`src/design/slps_pkg.sv`:
```
// Shared types, codes and constants for the status LED pattern sequencer.
// No dependencies; every other design file imports this package.
package slps_pkg;

  localparam int unsigned DUTY_W     = 13;
  localparam int unsigned MS_W       = 10;
  localparam int unsigned ELAPSED_W  = 16;
  localparam int unsigned BLINK_W    = 11;
  localparam int unsigned STEP_W     = 3;
  localparam int unsigned CFG_IDX_W  = 3;
  localparam int unsigned CFG_DATA_W = 13;

  // LED pattern codes. Code 7 has no meaning and is never stored.
  typedef enum logic [2:0] {
    PAT_OFF    = 3'd0,
    PAT_SINGLE = 3'd1,
    PAT_DOUBLE = 3'd2,
    PAT_TRIPLE = 3'd3,
    PAT_BLINK  = 3'd4,
    PAT_SOLID  = 3'd5,
    PAT_FADE   = 3'd6
  } pattern_e;

  // Kind of an input request.
  typedef enum logic {
    KIND_TICK    = 1'b0,
    KIND_REQUEST = 1'b1
  } kind_e;

  // Configuration register indexes.
  typedef enum logic [CFG_IDX_W-1:0] {
    CFG_FULL_DUTY        = 3'd0,
    CFG_SINGLE_ON_MS     = 3'd1,
    CFG_SINGLE_OFF_MS    = 3'd2,
    CFG_DOUBLE_PHASE_MS  = 3'd3,
    CFG_TRIPLE_PHASE_MS  = 3'd4,
    CFG_BLINK_HALF_MS    = 3'd5,
    CFG_FADE_INTERVAL_MS = 3'd6,
    CFG_FADE_STEP        = 3'd7
  } cfg_idx_e;

  // Reset values of the configuration registers.
  localparam logic [DUTY_W-1:0] RST_FULL_DUTY        = 13'd8191;
  localparam logic [MS_W-1:0]   RST_SINGLE_ON_MS     = 10'd80;
  localparam logic [MS_W-1:0]   RST_SINGLE_OFF_MS    = 10'd120;
  localparam logic [MS_W-1:0]   RST_DOUBLE_PHASE_MS  = 10'd60;
  localparam logic [MS_W-1:0]   RST_TRIPLE_PHASE_MS  = 10'd50;
  localparam logic [MS_W-1:0]   RST_BLINK_HALF_MS    = 10'd100;
  localparam logic [MS_W-1:0]   RST_FADE_INTERVAL_MS = 10'd20;
  localparam logic [MS_W-1:0]   RST_FADE_STEP        = 10'd20;

  typedef struct packed {
    logic [DUTY_W-1:0] full_duty;
    logic [MS_W-1:0]   single_on_ms;
    logic [MS_W-1:0]   single_off_ms;
    logic [MS_W-1:0]   double_phase_ms;
    logic [MS_W-1:0]   triple_phase_ms;
    logic [MS_W-1:0]   blink_half_ms;
    logic [MS_W-1:0]   fade_interval_ms;
    logic [MS_W-1:0]   fade_step;
  } cfg_t;

  typedef struct packed {
    logic       kind;
    logic [2:0] requested_pattern;
    logic       pairing_active;
    logic       ota_active;
  } item_t;

  typedef struct packed {
    logic [DUTY_W-1:0] duty;
    logic [2:0]        active_pattern;
  } result_t;

endpackage

```
`src/design/slps_if.sv`:
```
// Handshake channel interfaces of the status LED pattern sequencer.
// Depends on slps_pkg for the payload types and widths.
interface slps_item_if;
  import slps_pkg::*;
  logic  valid;
  logic  ready;
  item_t payload;
  modport source (output valid, output payload, input ready);
  modport sink (input valid, input payload, output ready);
endinterface

interface slps_result_if;
  import slps_pkg::*;
  logic    valid;
  logic    ready;
  result_t payload;
  modport source (output valid, output payload, input ready);
  modport sink (input valid, input payload, output ready);
endinterface

interface slps_cfg_if;
  import slps_pkg::*;
  logic                  valid;
  logic                  ready;
  logic [CFG_IDX_W-1:0]  index;
  logic [CFG_DATA_W-1:0] data;
  modport source (output valid, output index, output data, input ready);
  modport sink (input valid, input index, input data, output ready);
endinterface

```
`src/design/slps_cfg_regs.sv`:
```
// Configuration register file of the status LED pattern sequencer.
// Depends on slps_pkg for the register indexes, widths and reset values.
module slps_cfg_regs (
  input  logic                            clk_i,
  input  logic                            rst_ni,
  input  logic                            wr_en_i,
  input  logic [slps_pkg::CFG_IDX_W-1:0]  wr_idx_i,
  input  logic [slps_pkg::CFG_DATA_W-1:0] wr_data_i,
  output slps_pkg::cfg_t                  cfg_o
);
  import slps_pkg::*;

  cfg_t cfg_q;
  cfg_t cfg_d;

  always_comb begin
    cfg_d = cfg_q;
    if (wr_en_i) begin
      case (cfg_idx_e'(wr_idx_i))
        CFG_FULL_DUTY:        cfg_d.full_duty        = wr_data_i[DUTY_W-1:0];
        CFG_SINGLE_ON_MS:     cfg_d.single_on_ms     = wr_data_i[MS_W-1:0];
        CFG_SINGLE_OFF_MS:    cfg_d.single_off_ms    = wr_data_i[MS_W-1:0];
        CFG_DOUBLE_PHASE_MS:  cfg_d.double_phase_ms  = wr_data_i[MS_W-1:0];
        CFG_TRIPLE_PHASE_MS:  cfg_d.triple_phase_ms  = wr_data_i[MS_W-1:0];
        CFG_BLINK_HALF_MS:    cfg_d.blink_half_ms    = wr_data_i[MS_W-1:0];
        CFG_FADE_INTERVAL_MS: cfg_d.fade_interval_ms = wr_data_i[MS_W-1:0];
        CFG_FADE_STEP:        cfg_d.fade_step        = wr_data_i[MS_W-1:0];
        default: begin
          cfg_d = cfg_q;
        end
      endcase
    end
  end

  always_ff @(posedge clk_i or negedge rst_ni) begin
    if (!rst_ni) begin
      cfg_q.full_duty        <= RST_FULL_DUTY;
      cfg_q.single_on_ms     <= RST_SINGLE_ON_MS;
      cfg_q.single_off_ms    <= RST_SINGLE_OFF_MS;
      cfg_q.double_phase_ms  <= RST_DOUBLE_PHASE_MS;
      cfg_q.triple_phase_ms  <= RST_TRIPLE_PHASE_MS;
      cfg_q.blink_half_ms    <= RST_BLINK_HALF_MS;
      cfg_q.fade_interval_ms <= RST_FADE_INTERVAL_MS;
      cfg_q.fade_step        <= RST_FADE_STEP;
    end else begin
      cfg_q <= cfg_d;
    end
  end

  assign cfg_o = cfg_q;

endmodule

```
`src/design/slps_engine.sv`:
```
// Pattern state registers and the single-pass update of one request.
// Depends on slps_pkg for pattern codes, types and widths.
module slps_engine (
  input  logic                        clk_i,
  input  logic                        rst_ni,
  input  logic                        en_i,
  input  slps_pkg::item_t             item_i,
  input  slps_pkg::cfg_t              cfg_i,
  output slps_pkg::result_t           result_o
);
  import slps_pkg::*;

  localparam logic [STEP_W-1:0] DOUBLE_STEPS     = STEP_W'(4);
  localparam logic [STEP_W-1:0] TRIPLE_LAST_STEP = STEP_W'(5);

  pattern_e             pat_q, pat_d;
  logic [STEP_W-1:0]    step_q, step_d;
  logic [ELAPSED_W-1:0] pe_q, pe_d;
  logic [BLINK_W-1:0]   bc_q, bc_d;
  logic [ELAPSED_W-1:0] fe_q, fe_d;
  logic [DUTY_W-1:0]    lvl_q, lvl_d;
  logic                 rise_q, rise_d;
  logic [DUTY_W-1:0]    duty_q, duty_d;

  logic [MS_W-1:0]      half;
  logic [BLINK_W-1:0]   bc_inc;
  logic [DUTY_W:0]      rise_sum;
  logic [DUTY_W-1:0]    step_ext;
  logic [DUTY_W-1:0]    full_or_off;

  always_comb begin
    pat_d  = pat_q;
    step_d = step_q;
    pe_d   = pe_q;
    bc_d   = bc_q;
    fe_d   = fe_q;
    lvl_d  = lvl_q;
    rise_d = rise_q;
    duty_d = duty_q;

    // A zero half period behaves as one millisecond.
    half        = (cfg_i.blink_half_ms == '0) ? MS_W'(1) : cfg_i.blink_half_ms;
    bc_inc      = bc_q + BLINK_W'(1);
    step_ext    = DUTY_W'(cfg_i.fade_step);
    rise_sum    = {1'b0, lvl_q} + {1'b0, step_ext};
    full_or_off = step_q[0] ? '0 : cfg_i.full_duty;

    if (kind_e'(item_i.kind) == KIND_REQUEST) begin
      if (item_i.pairing_active) begin
        pat_d = PAT_FADE;
      end else if (item_i.ota_active) begin
        pat_d = PAT_BLINK;
      end else begin
        pat_d  = (item_i.requested_pattern > PAT_FADE) ? PAT_OFF
                                                       : pattern_e'(item_i.requested_pattern);
        step_d = '0;
        pe_d   = '0;
      end
    end else begin
      if (pe_q != '1) begin
        pe_d = pe_q + ELAPSED_W'(1);
      end
      if (fe_q != '1) begin
        fe_d = fe_q + ELAPSED_W'(1);
      end
      bc_d = (bc_inc >= {half, 1'b0}) ? '0 : bc_inc;

      if (item_i.pairing_active) begin
        if (pat_q != PAT_FADE) begin
          pat_d  = PAT_FADE;
          step_d = '0;
          pe_d   = '0;
        end
      end else if (item_i.ota_active) begin
        if (pat_q != PAT_BLINK) begin
          pat_d  = PAT_BLINK;
          step_d = '0;
          pe_d   = '0;
        end
      end

      case (pat_d)
        PAT_SINGLE: begin
          if (step_d == '0) begin
            duty_d = cfg_i.full_duty;
            if (pe_d > ELAPSED_W'(cfg_i.single_on_ms)) begin
              step_d = STEP_W'(1);
              pe_d   = '0;
            end
          end else if (step_d == STEP_W'(1)) begin
            duty_d = '0;
            if (pe_d > ELAPSED_W'(cfg_i.single_off_ms)) begin
              pat_d = PAT_OFF;
            end
          end
        end
        PAT_DOUBLE: begin
          if (step_d < DOUBLE_STEPS) begin
            duty_d = step_d[0] ? '0 : cfg_i.full_duty;
            if (pe_d > ELAPSED_W'(cfg_i.double_phase_ms)) begin
              step_d = step_d + STEP_W'(1);
              pe_d   = '0;
            end
          end else begin
            pat_d = PAT_OFF;
          end
        end
        PAT_TRIPLE: begin
          duty_d = step_d[0] ? '0 : cfg_i.full_duty;
          if (pe_d > ELAPSED_W'(cfg_i.triple_phase_ms)) begin
            step_d = step_d + STEP_W'(1);
            pe_d   = '0;
          end
          if (step_d > TRIPLE_LAST_STEP) begin
            pat_d = PAT_OFF;
          end
        end
        PAT_BLINK: begin
          duty_d = (bc_d >= BLINK_W'(half)) ? cfg_i.full_duty : '0;
        end
        PAT_SOLID: begin
          duty_d = cfg_i.full_duty;
        end
        PAT_FADE: begin
          if (fe_d > ELAPSED_W'(cfg_i.fade_interval_ms)) begin
            if (rise_q) begin
              if (rise_sum >= {1'b0, cfg_i.full_duty}) begin
                lvl_d  = cfg_i.full_duty;
                rise_d = 1'b0;
              end else begin
                lvl_d = rise_sum[DUTY_W-1:0];
              end
            end else begin
              // Falling clamps at zero rather than wrapping.
              if (lvl_q <= step_ext) begin
                lvl_d  = '0;
                rise_d = 1'b1;
              end else begin
                lvl_d = lvl_q - step_ext;
              end
            end
            duty_d = lvl_d;
            fe_d   = '0;
          end
        end
        default: begin
          duty_d = '0;
        end
      endcase
    end
  end

  always_ff @(posedge clk_i or negedge rst_ni) begin
    if (!rst_ni) begin
      pat_q  <= PAT_OFF;
      step_q <= '0;
      pe_q   <= '0;
      bc_q   <= '0;
      fe_q   <= '0;
      lvl_q  <= '0;
      rise_q <= 1'b1;
      duty_q <= '0;
    end else if (en_i) begin
      pat_q  <= pat_d;
      step_q <= step_d;
      pe_q   <= pe_d;
      bc_q   <= bc_d;
      fe_q   <= fe_d;
      lvl_q  <= lvl_d;
      rise_q <= rise_d;
      duty_q <= duty_d;
    end
  end

  assign result_o.duty           = duty_d;
  assign result_o.active_pattern = pat_d;

  // full_or_off is the duty a flash pattern drives for the current step when no
  // override moved the step; it must agree with what the update picks.
  logic flash_unmoved;
  assign flash_unmoved = en_i && (kind_e'(item_i.kind) == KIND_TICK) &&
                         !item_i.pairing_active && !item_i.ota_active &&
                         (pat_q == PAT_TRIPLE);

  a_triple_duty: assert property (@(posedge clk_i) disable iff (!rst_ni)
    flash_unmoved |-> (duty_d == full_or_off))
    else $error("triple flash duty does not follow the step parity");

  a_request_restarts: assert property (@(posedge clk_i) disable iff (!rst_ni)
    en_i && (kind_e'(item_i.kind) == KIND_REQUEST) && !item_i.pairing_active &&
    !item_i.ota_active |=> (pe_q == '0) && (step_q == '0))
    else $error("plain request did not restart step and elapsed time");

  a_fade_clamp: assert property (@(posedge clk_i) disable iff (!rst_ni)
    en_i && (pat_d == PAT_FADE) && !rise_q && (lvl_q <= step_ext) &&
    (fe_d == '0) && (kind_e'(item_i.kind) == KIND_TICK) |=> (lvl_q == '0) && rise_q)
    else $error("falling fade did not clamp at zero");

endmodule

```
`src/design/status_led_pattern_sequencer.sv`:
```
// Status LED pattern sequencer: one input request to one result.
// The request channel feeds an input register, slps_engine computes the update
// and the result register holds it for the receiver. Configuration comes through
// slps_cfg_regs. Channel interfaces are in slps_if.sv; shared types in slps_pkg.
//
// Channels: item_i carries requests (a one-millisecond tick or a pattern
// request with the pairing and OTA override levels). result_o returns, for
// every request, the current PWM duty and the pattern in force. cfg_i writes
// the eight configuration registers by index; it is always ready and should
// only be written while no request is in flight.
//
// Flow: a request taken into the input register moves through the update into the
// result register as soon as that register is free. Throughput is one request per
// cycle while the receiver does not stall; the update is a single pass of
// counters and compares, so each request sees the state left by the one before.
//
// Reset clears all pattern state to pattern off, duty zero and a rising fade,
// and loads the configuration reset values. When the receiver stalls, the
// result register holds its request and the input register fills behind it;
// item_i.ready drops only when both are full and result_o.ready is low.
module status_led_pattern_sequencer (
  input  logic           clk_i,
  input  logic           rst_ni,
  slps_cfg_if.sink       cfg_i,
  slps_item_if.sink      item_i,
  slps_result_if.source  result_o
);
  import slps_pkg::*;

  cfg_t    cfg;
  item_t   in_q;
  logic    in_vld_q, in_vld_d;
  result_t res_q;
  logic    res_vld_q, res_vld_d;
  result_t res_next;
  logic    out_free;
  logic    in_take;
  logic    step_en;

  // Configuration writes land at once; the port never stalls.
  assign cfg_i.ready = 1'b1;

  slps_cfg_regs u_cfg (
    .clk_i     (clk_i),
    .rst_ni    (rst_ni),
    .wr_en_i   (cfg_i.valid),
    .wr_idx_i  (cfg_i.index),
    .wr_data_i (cfg_i.data),
    .cfg_o     (cfg)
  );

  // The result register frees up when empty or when its request is taken.
  assign out_free     = !res_vld_q || result_o.ready;
  assign step_en      = in_vld_q && out_free;
  assign item_i.ready = !in_vld_q || out_free;
  assign in_take      = item_i.valid && item_i.ready;

  always_comb begin
    in_vld_d = in_vld_q;
    if (in_take) begin
      in_vld_d = 1'b1;
    end else if (step_en) begin
      in_vld_d = 1'b0;
    end
    res_vld_d = res_vld_q;
    if (step_en) begin
      res_vld_d = 1'b1;
    end else if (result_o.ready) begin
      res_vld_d = 1'b0;
    end
  end

  always_ff @(posedge clk_i or negedge rst_ni) begin
    if (!rst_ni) begin
      in_vld_q  <= 1'b0;
      res_vld_q <= 1'b0;
    end else begin
      in_vld_q  <= in_vld_d;
      res_vld_q <= res_vld_d;
    end
  end

  // Payload registers carry no reset.
  always_ff @(posedge clk_i) begin
    if (in_take) begin
      in_q <= item_i.payload;
    end
    if (step_en) begin
      res_q <= res_next;
    end
  end

  slps_engine u_engine (
    .clk_i    (clk_i),
    .rst_ni   (rst_ni),
    .en_i     (step_en),
    .item_i   (in_q),
    .cfg_i    (cfg),
    .result_o (res_next)
  );

  assign result_o.valid   = res_vld_q;
  assign result_o.payload = res_q;

  a_step_fills_result: assert property (@(posedge clk_i) disable iff (!rst_ni)
    step_en |=> res_vld_q)
    else $error("processed request did not reach the result register");

  a_stall_only_when_full: assert property (@(posedge clk_i) disable iff (!rst_ni)
    !item_i.ready |-> in_vld_q && res_vld_q && !result_o.ready)
    else $error("input stalled while the pipeline had room");

  a_pairing_forces_fade: assert property (@(posedge clk_i) disable iff (!rst_ni)
    step_en && in_q.pairing_active |=> res_q.active_pattern == PAT_FADE)
    else $error("pairing level did not force the fade pattern");

endmodule

```
`src/flat_wrapper.sv`:
```
// flat-port wrapper written by rule: the top's interface ports become plain ports
module status_led_pattern_sequencer_flat import slps_pkg::*;
  (clk_i, rst_ni, cfg_i_valid, cfg_i_index, cfg_i_data, cfg_i_ready, item_i_valid, item_i_payload, item_i_ready, result_o_valid, result_o_payload, result_o_ready);
  slps_cfg_if cfg_i_i ();
  slps_item_if item_i_i ();
  slps_result_if result_o_i ();
  input  logic clk_i;
  input  logic rst_ni;
  input wire logic [$bits(cfg_i_i.valid)-1:0] cfg_i_valid;
  input wire logic [$bits(cfg_i_i.index)-1:0] cfg_i_index;
  input wire logic [$bits(cfg_i_i.data)-1:0] cfg_i_data;
  output wire logic [$bits(cfg_i_i.ready)-1:0] cfg_i_ready;
  input wire logic [$bits(item_i_i.valid)-1:0] item_i_valid;
  input wire logic [$bits(item_i_i.payload)-1:0] item_i_payload;
  output wire logic [$bits(item_i_i.ready)-1:0] item_i_ready;
  output wire logic [$bits(result_o_i.valid)-1:0] result_o_valid;
  output wire logic [$bits(result_o_i.payload)-1:0] result_o_payload;
  input wire logic [$bits(result_o_i.ready)-1:0] result_o_ready;
  assign cfg_i_i.valid = cfg_i_valid;
  assign cfg_i_i.index = cfg_i_index;
  assign cfg_i_i.data = cfg_i_data;
  assign cfg_i_ready = cfg_i_i.ready;
  assign item_i_i.valid = item_i_valid;
  assign item_i_i.payload = item_i_payload;
  assign item_i_ready = item_i_i.ready;
  assign result_o_valid = result_o_i.valid;
  assign result_o_payload = result_o_i.payload;
  assign result_o_i.ready = result_o_ready;
  status_led_pattern_sequencer u_core (.clk_i(clk_i), .rst_ni(rst_ni), .cfg_i(cfg_i_i), .item_i(item_i_i), .result_o(result_o_i));
endmodule
```
`config.mk`:
```
export PLATFORM = sky130hd
export DESIGN_NAME = status_led_pattern_sequencer_flat
export DESIGN_NICKNAME = d
export VERILOG_FILES = /design/src/design/slps_pkg.sv /design/src/design/slps_if.sv /design/src/design/slps_cfg_regs.sv /design/src/design/slps_engine.sv /design/src/design/status_led_pattern_sequencer.sv /design/src/flat_wrapper.sv
export SDC_FILE = /design/constraint.sdc
export NUM_CORES = 1
export LEC_CHECK = 0
export BUFFER_PORTS_ARGS = -buffer_cell sky130_fd_sc_hd__buf_2
export CORE_MARGIN = 10
export CORE_UTILIZATION = 63
export CTS_CLUSTER_DIAMETER = 150
export CTS_CLUSTER_SIZE = 28
export DETAILED_ROUTE_END_ITERATION = 6
export HOLD_SLACK_MARGIN = 0.15
export PLACE_DENSITY = 0.9
export SYNTH_ARGS = -nofsm -noshare
export SYNTH_HDL_FRONTEND = slang
export SYNTH_SLANG_ARGS = --single-unit
export TNS_END_PERCENT = 10
```
`constraint.sdc`:
```
create_clock -name clk_i -period 5 [get_ports clk_i]
set_input_delay 1 -clock clk_i [delete_from_list [all_inputs] [get_ports clk_i]]
set_output_delay 1 -clock clk_i [all_outputs]
set_load 0.02 [all_outputs]
```
Word level (Yosys, flattened, before mapping)
Cells that the tools add are included.
- $add $sub $neg: 6
- order comparisons: 12
- equality and inequality tests: 20
- mux-type cells: 70
- bitwise logic cells: 1
- reduce and logical (&&, ||, !) cells: 22
- operators by type and width (kind ; count):
    16-bit two-way mux ; 18
    13-bit two-way mux ; 10
    3-bit two-way mux ; 29
    16-bit by 10-bit > comparator with 1-bit output ; 5
    13-bit one-hot mux with 6 select lines ; 1
    16-bit one-hot mux with 3 select lines ; 1
    16-bit by 1-bit adder with 16-bit output, second input constant ; 2
    16-bit != test, second input constant ; 2
    3-bit == test, second input constant ; 7
    3-bit one-hot mux with 3 select lines ; 2
    2-bit AND reduction ; 9
    13-bit by 10-bit adder with 14-bit output ; 1
    14-bit by 13-bit >= comparator with 1-bit output ; 1
    13-bit by 10-bit less-or-equal comparator with 1-bit output ; 1
    13-bit by 10-bit subtractor with 13-bit output ; 1
    3-bit by 2-bit == test with 1-bit output, second input constant ; 4
    11-bit by 1-bit adder with 11-bit output, second input constant ; 1
    11-bit by 10-bit >= comparator with 1-bit output ; 1
    11-bit >= comparator ; 1
    11-bit two-way mux ; 1
    10-bit logical NOT ; 1
    10-bit two-way mux ; 1
    3-bit by 1-bit == test with 1-bit output, second input constant ; 3
    1-bit two-way mux ; 7
    other kinds (13) ; 21
- register bits after elaboration: 183
- input port bits: 27
- logic and storage cells: 155

Longest topological paths before layout
Gate-level depths: netlist (run 1).
- depth in word-level cells: 14
- mapped depth: 21

By module
From an unflattened synthesis (run 1), not the netlist that was laid out.
- cell total of the unflattened synthesis: 1293
- area, all modules: 12369.4 sq um
- by module, submodules not included (module ; times used ; cells each ; area an instance (sq um)):
    slps_engine ; 1 ; 1080 ; 8384.3
    slps_cfg_regs ; 1 ; 181 ; 3209.3
    status_led_pattern_sequencer ; 1 ; 32 ; 775.7

Worst setup path before layout (run 1)
Ideal clock, no wire load.
- path type: register -> register
- start point: register u_core.u_cfg.cfg_q, in the netlist u_core.u_cfg.cfg_o[2]
- end point: register u_core.res_q, in the netlist u_core.result_o.payload[10], data pin
- data arrival time: 4.089 ns
- path slack: 0.636 ns
- cell stages (with the launch flop): 17
- path buffers: 1
- cell sequence: dfstp_2 -> inv_1 -> ha_1 -> buf_2 -> nand2b_1 -> a2111oi_1 -> o22a_1 -> nor4_1 -> a211oi_1 -> ha_1 -> a21o_1 -> a21oi_1 -> o221ai_1 -> nor3_1 -> mux2_2 -> a22oi_1 -> o221ai_1
- RTL lines (item ; RTL line ; source):
    start, declared ; slps_cfg_regs.sv:13 ; cfg_t cfg_q;
    start signal, assigned ; slps_cfg_regs.sv:46 ; cfg_q <= cfg_d;
    end signal, assigned ; status_led_pattern_sequencer.sv:89 ; res_q <= res_next;
    end, declared ; status_led_pattern_sequencer.sv:33 ; result_t res_q;

==> flow_summary.toml, run 1 <==
[status]
status = "finished, final reports clean"

[die]
die_x_um = 161
fp.dieH_um = 161
coreArea_um2 = 19500
rows = 51
dieArea_um2 = 26000
boundaryPins = 46
start_util_pct = 64.2

[timing]
period_share_pct = 96.4
finalHoldViolCount = 0
worst_pin_slew_ns = 1.07
finalMaxSlewViolations = 0
finalSetupViolCount = 0
fmax_ghz = 0.207
period_minus_slack_ns = 4.82
slew_headroom_pct = 28.4
fin_skew_ns = 0.0114
setup_ws_ns = 0.179

[place]
numPortBuffers = 44
dp_slack_ns = 0.119
dp_hpwl_um = 24800
placed_cell_area_um2 = 13100
dpl.cell_count = 1659
place.gp.congestion = 0.956

[setup_path]
cp_max_fo = 4
crit_path_end_kind = "register"
rr_worst_depth = 17
cp_data_arrival_time_ns = 4.99
cp-start-kind = "register"
worstSetupPathType = "reg2reg"
required_ns = 5.17

[synthesis]
syn-num-nets = 1513
synth_cell_types = 97
synth_simple_gate_area_share_pct = 18.3
synth-main-ff-cell = "dfrtp_1"
synth_warnings = 0
synth.area.mux_share_pct = 4.88
ys_seq_elements = 183
synthTopCellsByArea = "dfrtp_1 25%, ha_1 11%, dfstp_2 7.1%"
synth_compound_area_share_pct = 19.7
avgSynthCellArea_um2 = 9.12
synthAdderAreaFrac_pct = 11.2
synthXorXnorAreaFrac_pct = 2.72
ys_seq_area_share_pct = 37.7
synth_area_um2 = 12500
synth_top_area_share_pct = 25.3
synthArstFlopShare_pct = 88.0
syn_inst = 1375
yosys.area.top_type = "dfrtp_1"
synth_edf_count = 22
synth_top_family_by_area = "compound AO/OA/AOI/OAI gates"

[power]
p_leak_nw = 6.22
p_int_mw = 3.51
p_total_mw = 5.95
power_density_nw_per_um2 = 434
pwr-share-clk_pct = 21.6
p_switching_mw = 2.45
comb_power_share_pct = 43.5
ir_worst_vdd_uv = 259
p_sw_share_pct = 41.1
seqPwrFrac_pct = 34.8

[cells_and_area]
fin_area_um2 = 13700
syn_to_final_growth_pct = 9.26
fin_cells = 1695
drive_above_1_share_pct = 17.1
antenna_cells = 0
nNetsFinal = 1555
nFillCells = 1450

[worst_hold_path]
hp-class = "reg2reg"
min_path_cells = 2

[routing]
final_antenna_net_count = 0
wire_per_inst_um = 20.7
wl_um = 35100
first_iter_violations = 1531
first_pass_iters = 6
route.vias.total = 11200
drc = 0
vias_per_cell = 6.60

[grt]
grt_overflow = 0
antenna_found_initial = 0
grt.total_usage_pct = 26.5
grt_pass1_vias = 10900
grt_max_degree = 96
grt_pass1_wl_um = 56000

[cts]
cts_hold_buf = 0
cts_tree = "built"
cts-root-buf = "clkbuf_16"
path_clk_slew_ns = 0.07
worstSkewPairLatency_ns = 0.45
clk_path_buf_depth = 2
clock_sinks = 183
cts_buffers = 17
htree_levels = 4

[flow_run]
drv_cap = 0
-- per-layer routing --
layer	GRT usage (%)	share of wire (%)
met3	5.54	8.3
met2	43.0	47
met4	11.0	3.7
met1	33.6	41
met5	0	0
-- kinds of logic (layout without fill, tap and decap cells) --
kind of cell | after synthesis | count (layout)
compound gates | 354 | 354
xor+xnor | 39 | 39
fa+ha+maj | 111 | 111
buf+inv | 166 | 221
flops | 183 | 183
mux | 53 | 53
other cells | 1 | 1
simple gates | 468 | 468
-- synthesized netlist by cell type, drive strengths merged, types with 15 or more instances --
master  instances
nand3          43
nand2         177
xor2           15
nor3           36
clkbuf         42
edfxtp         22
mux2           49
and2           15
nand2b         16
ha            109
o211ai         17
dfrtp         127
xnor2          24
nor2           66
nor2b          26
nand4          25
inv           111
dfstp          34
a21o           19
a21oi          60
a31oi          22
o21ai          98
-- sequential cells by signal, summed over array words and instances (netlist names), 6 cells and up --
name                     cells
u_core.u_engine.duty_q      13
u_core.result_o.payload     16
u_core.u_cfg.cfg_o          83
u_core.in_q                  6
u_core.u_engine.bc_q        11
u_core.u_engine.lvl_q       13
u_core.u_engine.pe_q        16
u_core.u_engine.fe_q        16
-- cells in the final DEF (no fill, tap or decap), types with 23 or more instances in the layout --
cell	instances
buf_4	34
buf_2	43
mux2_2	47
dfrtp_1	124
nand4_1	23
nor2_1	64
dfstp_2	34
inv_1	111
a21oi_1	59
o21ai_0	91
nand2_1	176
nor2b_1	26
ha_1	108
nand3_1	41
nor3_1	35
-- power groups by stage --
stage	combinational (mW)	sequential (mW)	clock, mW
after floorplan	1.82	2.00	0
after global routing	2.85	2.10	1.35
after CTS	2.50	2.06	1.29
final	2.59	2.07	1.29
after detailed placement	2.47	2.08	0
after global placement	2.36	2.07	0
-- per-stage QoR --
stage	hold WS [ns]	util [%]	TNS, ns
final	0.507	70.2	0
after global routing	0.525	70.2	-0.233
after CTS	0.496	69.7	0
after detailed placement	0.475	66.9	0
after global placement	0.470	66.9	0
after floorplan	0.456	-	0
-- worst max-delay path: stages (launching register included) --
cell and delay [ns]:
dfstp_2 0.54, inv_1 0.04, ha_1 0.28, nand2b_1 0.18
a2111oi_1 0.36, buf_4 0.20, o22a_1 0.26, nor4_1 0.09
a211oi_2 0.35, ha_1 0.31, a21o_1 0.18, a21oi_1 0.21
o221ai_1 0.29, nor3_1 0.30, buf_4 0.18, mux2_2 0.33
a22oi_1 0.26, o221ai_1 0.19
-- layout make-up --
cell class,count,area (um2),share of cell area (%)
clock buffer,19,443,3.23
tap,265,332,2.42
clock inverter,13,95.1,0.694
sequential,183,4740,34.6
inverter,111,417,3.04
timing repair buffer,78,482,3.52
multi-input combinational,1026,7200,52.5
-- path summary, 6_finish.rpt --
path,startpoint,end,slack [ns]
worst max register to register,u_core.u_cfg.cfg_o[2],u_core.result_o.payload[8],0.18
min in group asynchronous,rst_ni,u_core.u_engine.lvl_q[11],0.64
worst max-delay path,u_core.u_cfg.cfg_o[2],u_core.result_o.payload[8],0.18
max in group asynchronous,rst_ni,u_core.u_cfg.cfg_o[22],3.29
worst min register to register,u_core.u_engine.duty_q[0],u_core.u_engine.duty_q[0],0.51
worst min-delay path,u_core.u_engine.duty_q[0],u_core.u_engine.duty_q[0],0.51
-- timing repair --
item / 4_1_cts / 5_1_grt
resized for setup: 0 / 14
setup endpoints to repair: 0 / 27
setup buffers: 0 / 4
(Power assumes the default switching activity.)
==> inputs of run 2 (changes only) <==
--- a/config.mk
+++ b/config.mk
@@ -6,13 +6,15 @@
 export NUM_CORES = 1
 export LEC_CHECK = 0
 export BUFFER_PORTS_ARGS = -buffer_cell sky130_fd_sc_hd__buf_2
+export CELL_PAD_IN_SITES_DETAIL_PLACEMENT = 0
+export CELL_PAD_IN_SITES_GLOBAL_PLACEMENT = 1
 export CORE_MARGIN = 10
-export CORE_UTILIZATION = 63
+export CORE_UTILIZATION = 35
 export CTS_CLUSTER_DIAMETER = 150
 export CTS_CLUSTER_SIZE = 28
 export DETAILED_ROUTE_END_ITERATION = 6
 export HOLD_SLACK_MARGIN = 0.15
-export PLACE_DENSITY = 0.9
+export PLACE_DENSITY = 0.7
 export SYNTH_ARGS = -nofsm -noshare
 export SYNTH_HDL_FRONTEND = slang
 export SYNTH_SLANG_ARGS = --single-unit
==> flow_summary.toml, run 2 (synthesis gave the netlist of run 1 again) <==
[status]
status = "finished, final reports clean"

[cts]
worstSkewPairLatency_ns = 0.45
cts_tree = "built"
post_cts_resized = 0
cts_setup_buffers = 0
clock_sinks = 183
htree_levels = 4
path_clk_slew_ns = 0.07
clk_path_buf_depth = 2
cts_buffers = 17
cts-root-buf = "clkbuf_16"
cts_hold_buf = 0

[setup_path]
rr_worst_depth = 19
cp-start-kind = "register"
required_ns = 5.20
worstSetupPathType = "reg2reg"
r2r-start = "u_core.u_engine.bc_q[2]"
rrSetupSlack_ns = 0.34
crit_path_end_kind = "register"
r2r_end = "u_core.result_o.payload[7]"
cp_data_arrival_time_ns = 4.86
cp_max_fo = 11

[cells_and_area]
fin_cells = 1902
syn_to_final_growth_pct = 12.1
drive_above_1_share_pct = 17.3
layout_common_cells = "176 x nand2_1, 127 x dfrtp_1, 111 x inv_1"
final_common_cell = "nand2_1"
largest_reg_flops = 83
antenna_cells = 0
nNetsFinal = 1566

[timing]
finalSetupViolCount = 0
fin_skew_ns = 0.0149
finalHoldViolCount = 0
fmax_ghz = 0.215
worst_pin_slew_ns = 1.03
period_share_pct = 93.2
finalMaxSlewViolations = 0
slew_headroom_pct = 31.1
period_minus_slack_ns = 4.66
timing.hold.ws_ns = 0.493

[place]
numPortBuffers = 44
place.gp.congestion = 0.902
dpl.cell_count = 1870
dp_hpwl_um = 27000

[worst_hold_path]
holdPathEnd = "u_core.u_engine.duty_q[7]"
hp-class = "reg2reg"
hp-start = "u_core.u_engine.duty_q[7]"
min_path_cells = 2

[die]
boundaryPins = 46
coreArea_um2 = 35500
rows = 69
die_x_um = 209
dieArea_um2 = 43800
start_util_pct = 35.3
fp.dieH_um = 209

[routing]
drc = 0
route.vias.total = 10600
final_antenna_net_count = 0
wl_um = 36200
vias_per_cell = 5.56
wire_per_inst_um = 19.0
first_pass_iters = 5
first_iter_violations = 803

[grt]
grt_pass1_wl_um = 58200
antenna_found_initial = 0
grt_max_degree = 89
grt_overflow = 0
grt_pass1_vias = 10400
grt.total_usage_pct = 16.4

[power]
power_density_nw_per_um2 = 431
p_leak_nw = 6.28
ir_worst_vdd_uv = 250

[flow_run]
drv_cap = 0
==> run 2: final cells by class <==
class | instances | area [um2]
fill | 3553 | 21400
multi-input combinational | 1026 | 7160
sequential | 183 | 4730
timing repair buffer | 89 | 577
tap | 461 | 577
clock buffer | 19 | 464
inverter | 111 | 417
clock inverter | 13 | 130
==> run 2: stage by stage <==
stage	util (%)	setup slack, ns	setup TNS, ns	power, mW	instance area, um2
floorplan	-	0.636	0	3.81	12500
global placement	37.9	0.446	0	4.59	13400
detailed placement	37.9	0.336	0	4.64	13400
CTS	39.6	0.308	0	6.06	14000
global route	39.6	-0.00504	-0.00504	6.50	14100
finish	39.6	0.339	0	6.06	14100
==> run 2: how the worst max path moves through the flow <==
stage / startpoint / end / depth (start not counted)
3_5_place_dp: u_core.u_engine.lvl_q[5] / u_core.result_o.payload[11] / 15
5_1_grt: u_core.u_engine.bc_q[2] / u_core.result_o.payload[14] / 20
4_1_cts: u_core.u_engine.lvl_q[5] / u_core.result_o.payload[11] / 15
6_report: u_core.u_engine.bc_q[2] / u_core.result_o.payload[7] / 19
3_3_place_gp: u_core.u_engine.lvl_q[5] / u_core.result_o.payload[11] / 15
2_1_floorplan: u_core.u_cfg.cfg_o[2] / u_core.result_o.payload[10] / 16
==> run 2: critical path, stage by stage, from the launching register on <==
cell       delay [ns]
dfrtp_1          0.42
nand3_1          0.13
nor2_1           0.22
and2_1           0.19
nand3_1          0.10
xnor2_1          0.21
ha_1             0.28
a21o_1           0.18
a211oi_1         0.32
a21oi_2          0.13
buf_4            0.19
nor2b_1          0.17
ha_1             0.26
o21a_1           0.20
o2111ai_1        0.17
o311a_1          0.20
o211a_1          0.21
o211ai_1         0.14
and2_1           0.30
a221o_1          0.39
==> run 2: routing by layer <==
metal | vias up | track usage (%) | share of wire [%]
li1 | 5125 | - | -
met1 | 5175 | 22.4 | 47
met2 | 234 | 26.3 | 47
met3 | 38 | 2.72 | 4.0
met4 | 0 | 4.52 | 1.8
met5 | - | 0 | 0
==> run 2: report_power, final <==
group	internal [mW]	leakage [nW]	switching [mW]	total [mW]
combinational	1.06	3.78	1.53	2.59
sequential	1.81	2.21	0.247	2.06
clock	0.746	0.292	0.659	1.41
total	3.62	6.28	2.43	6.06
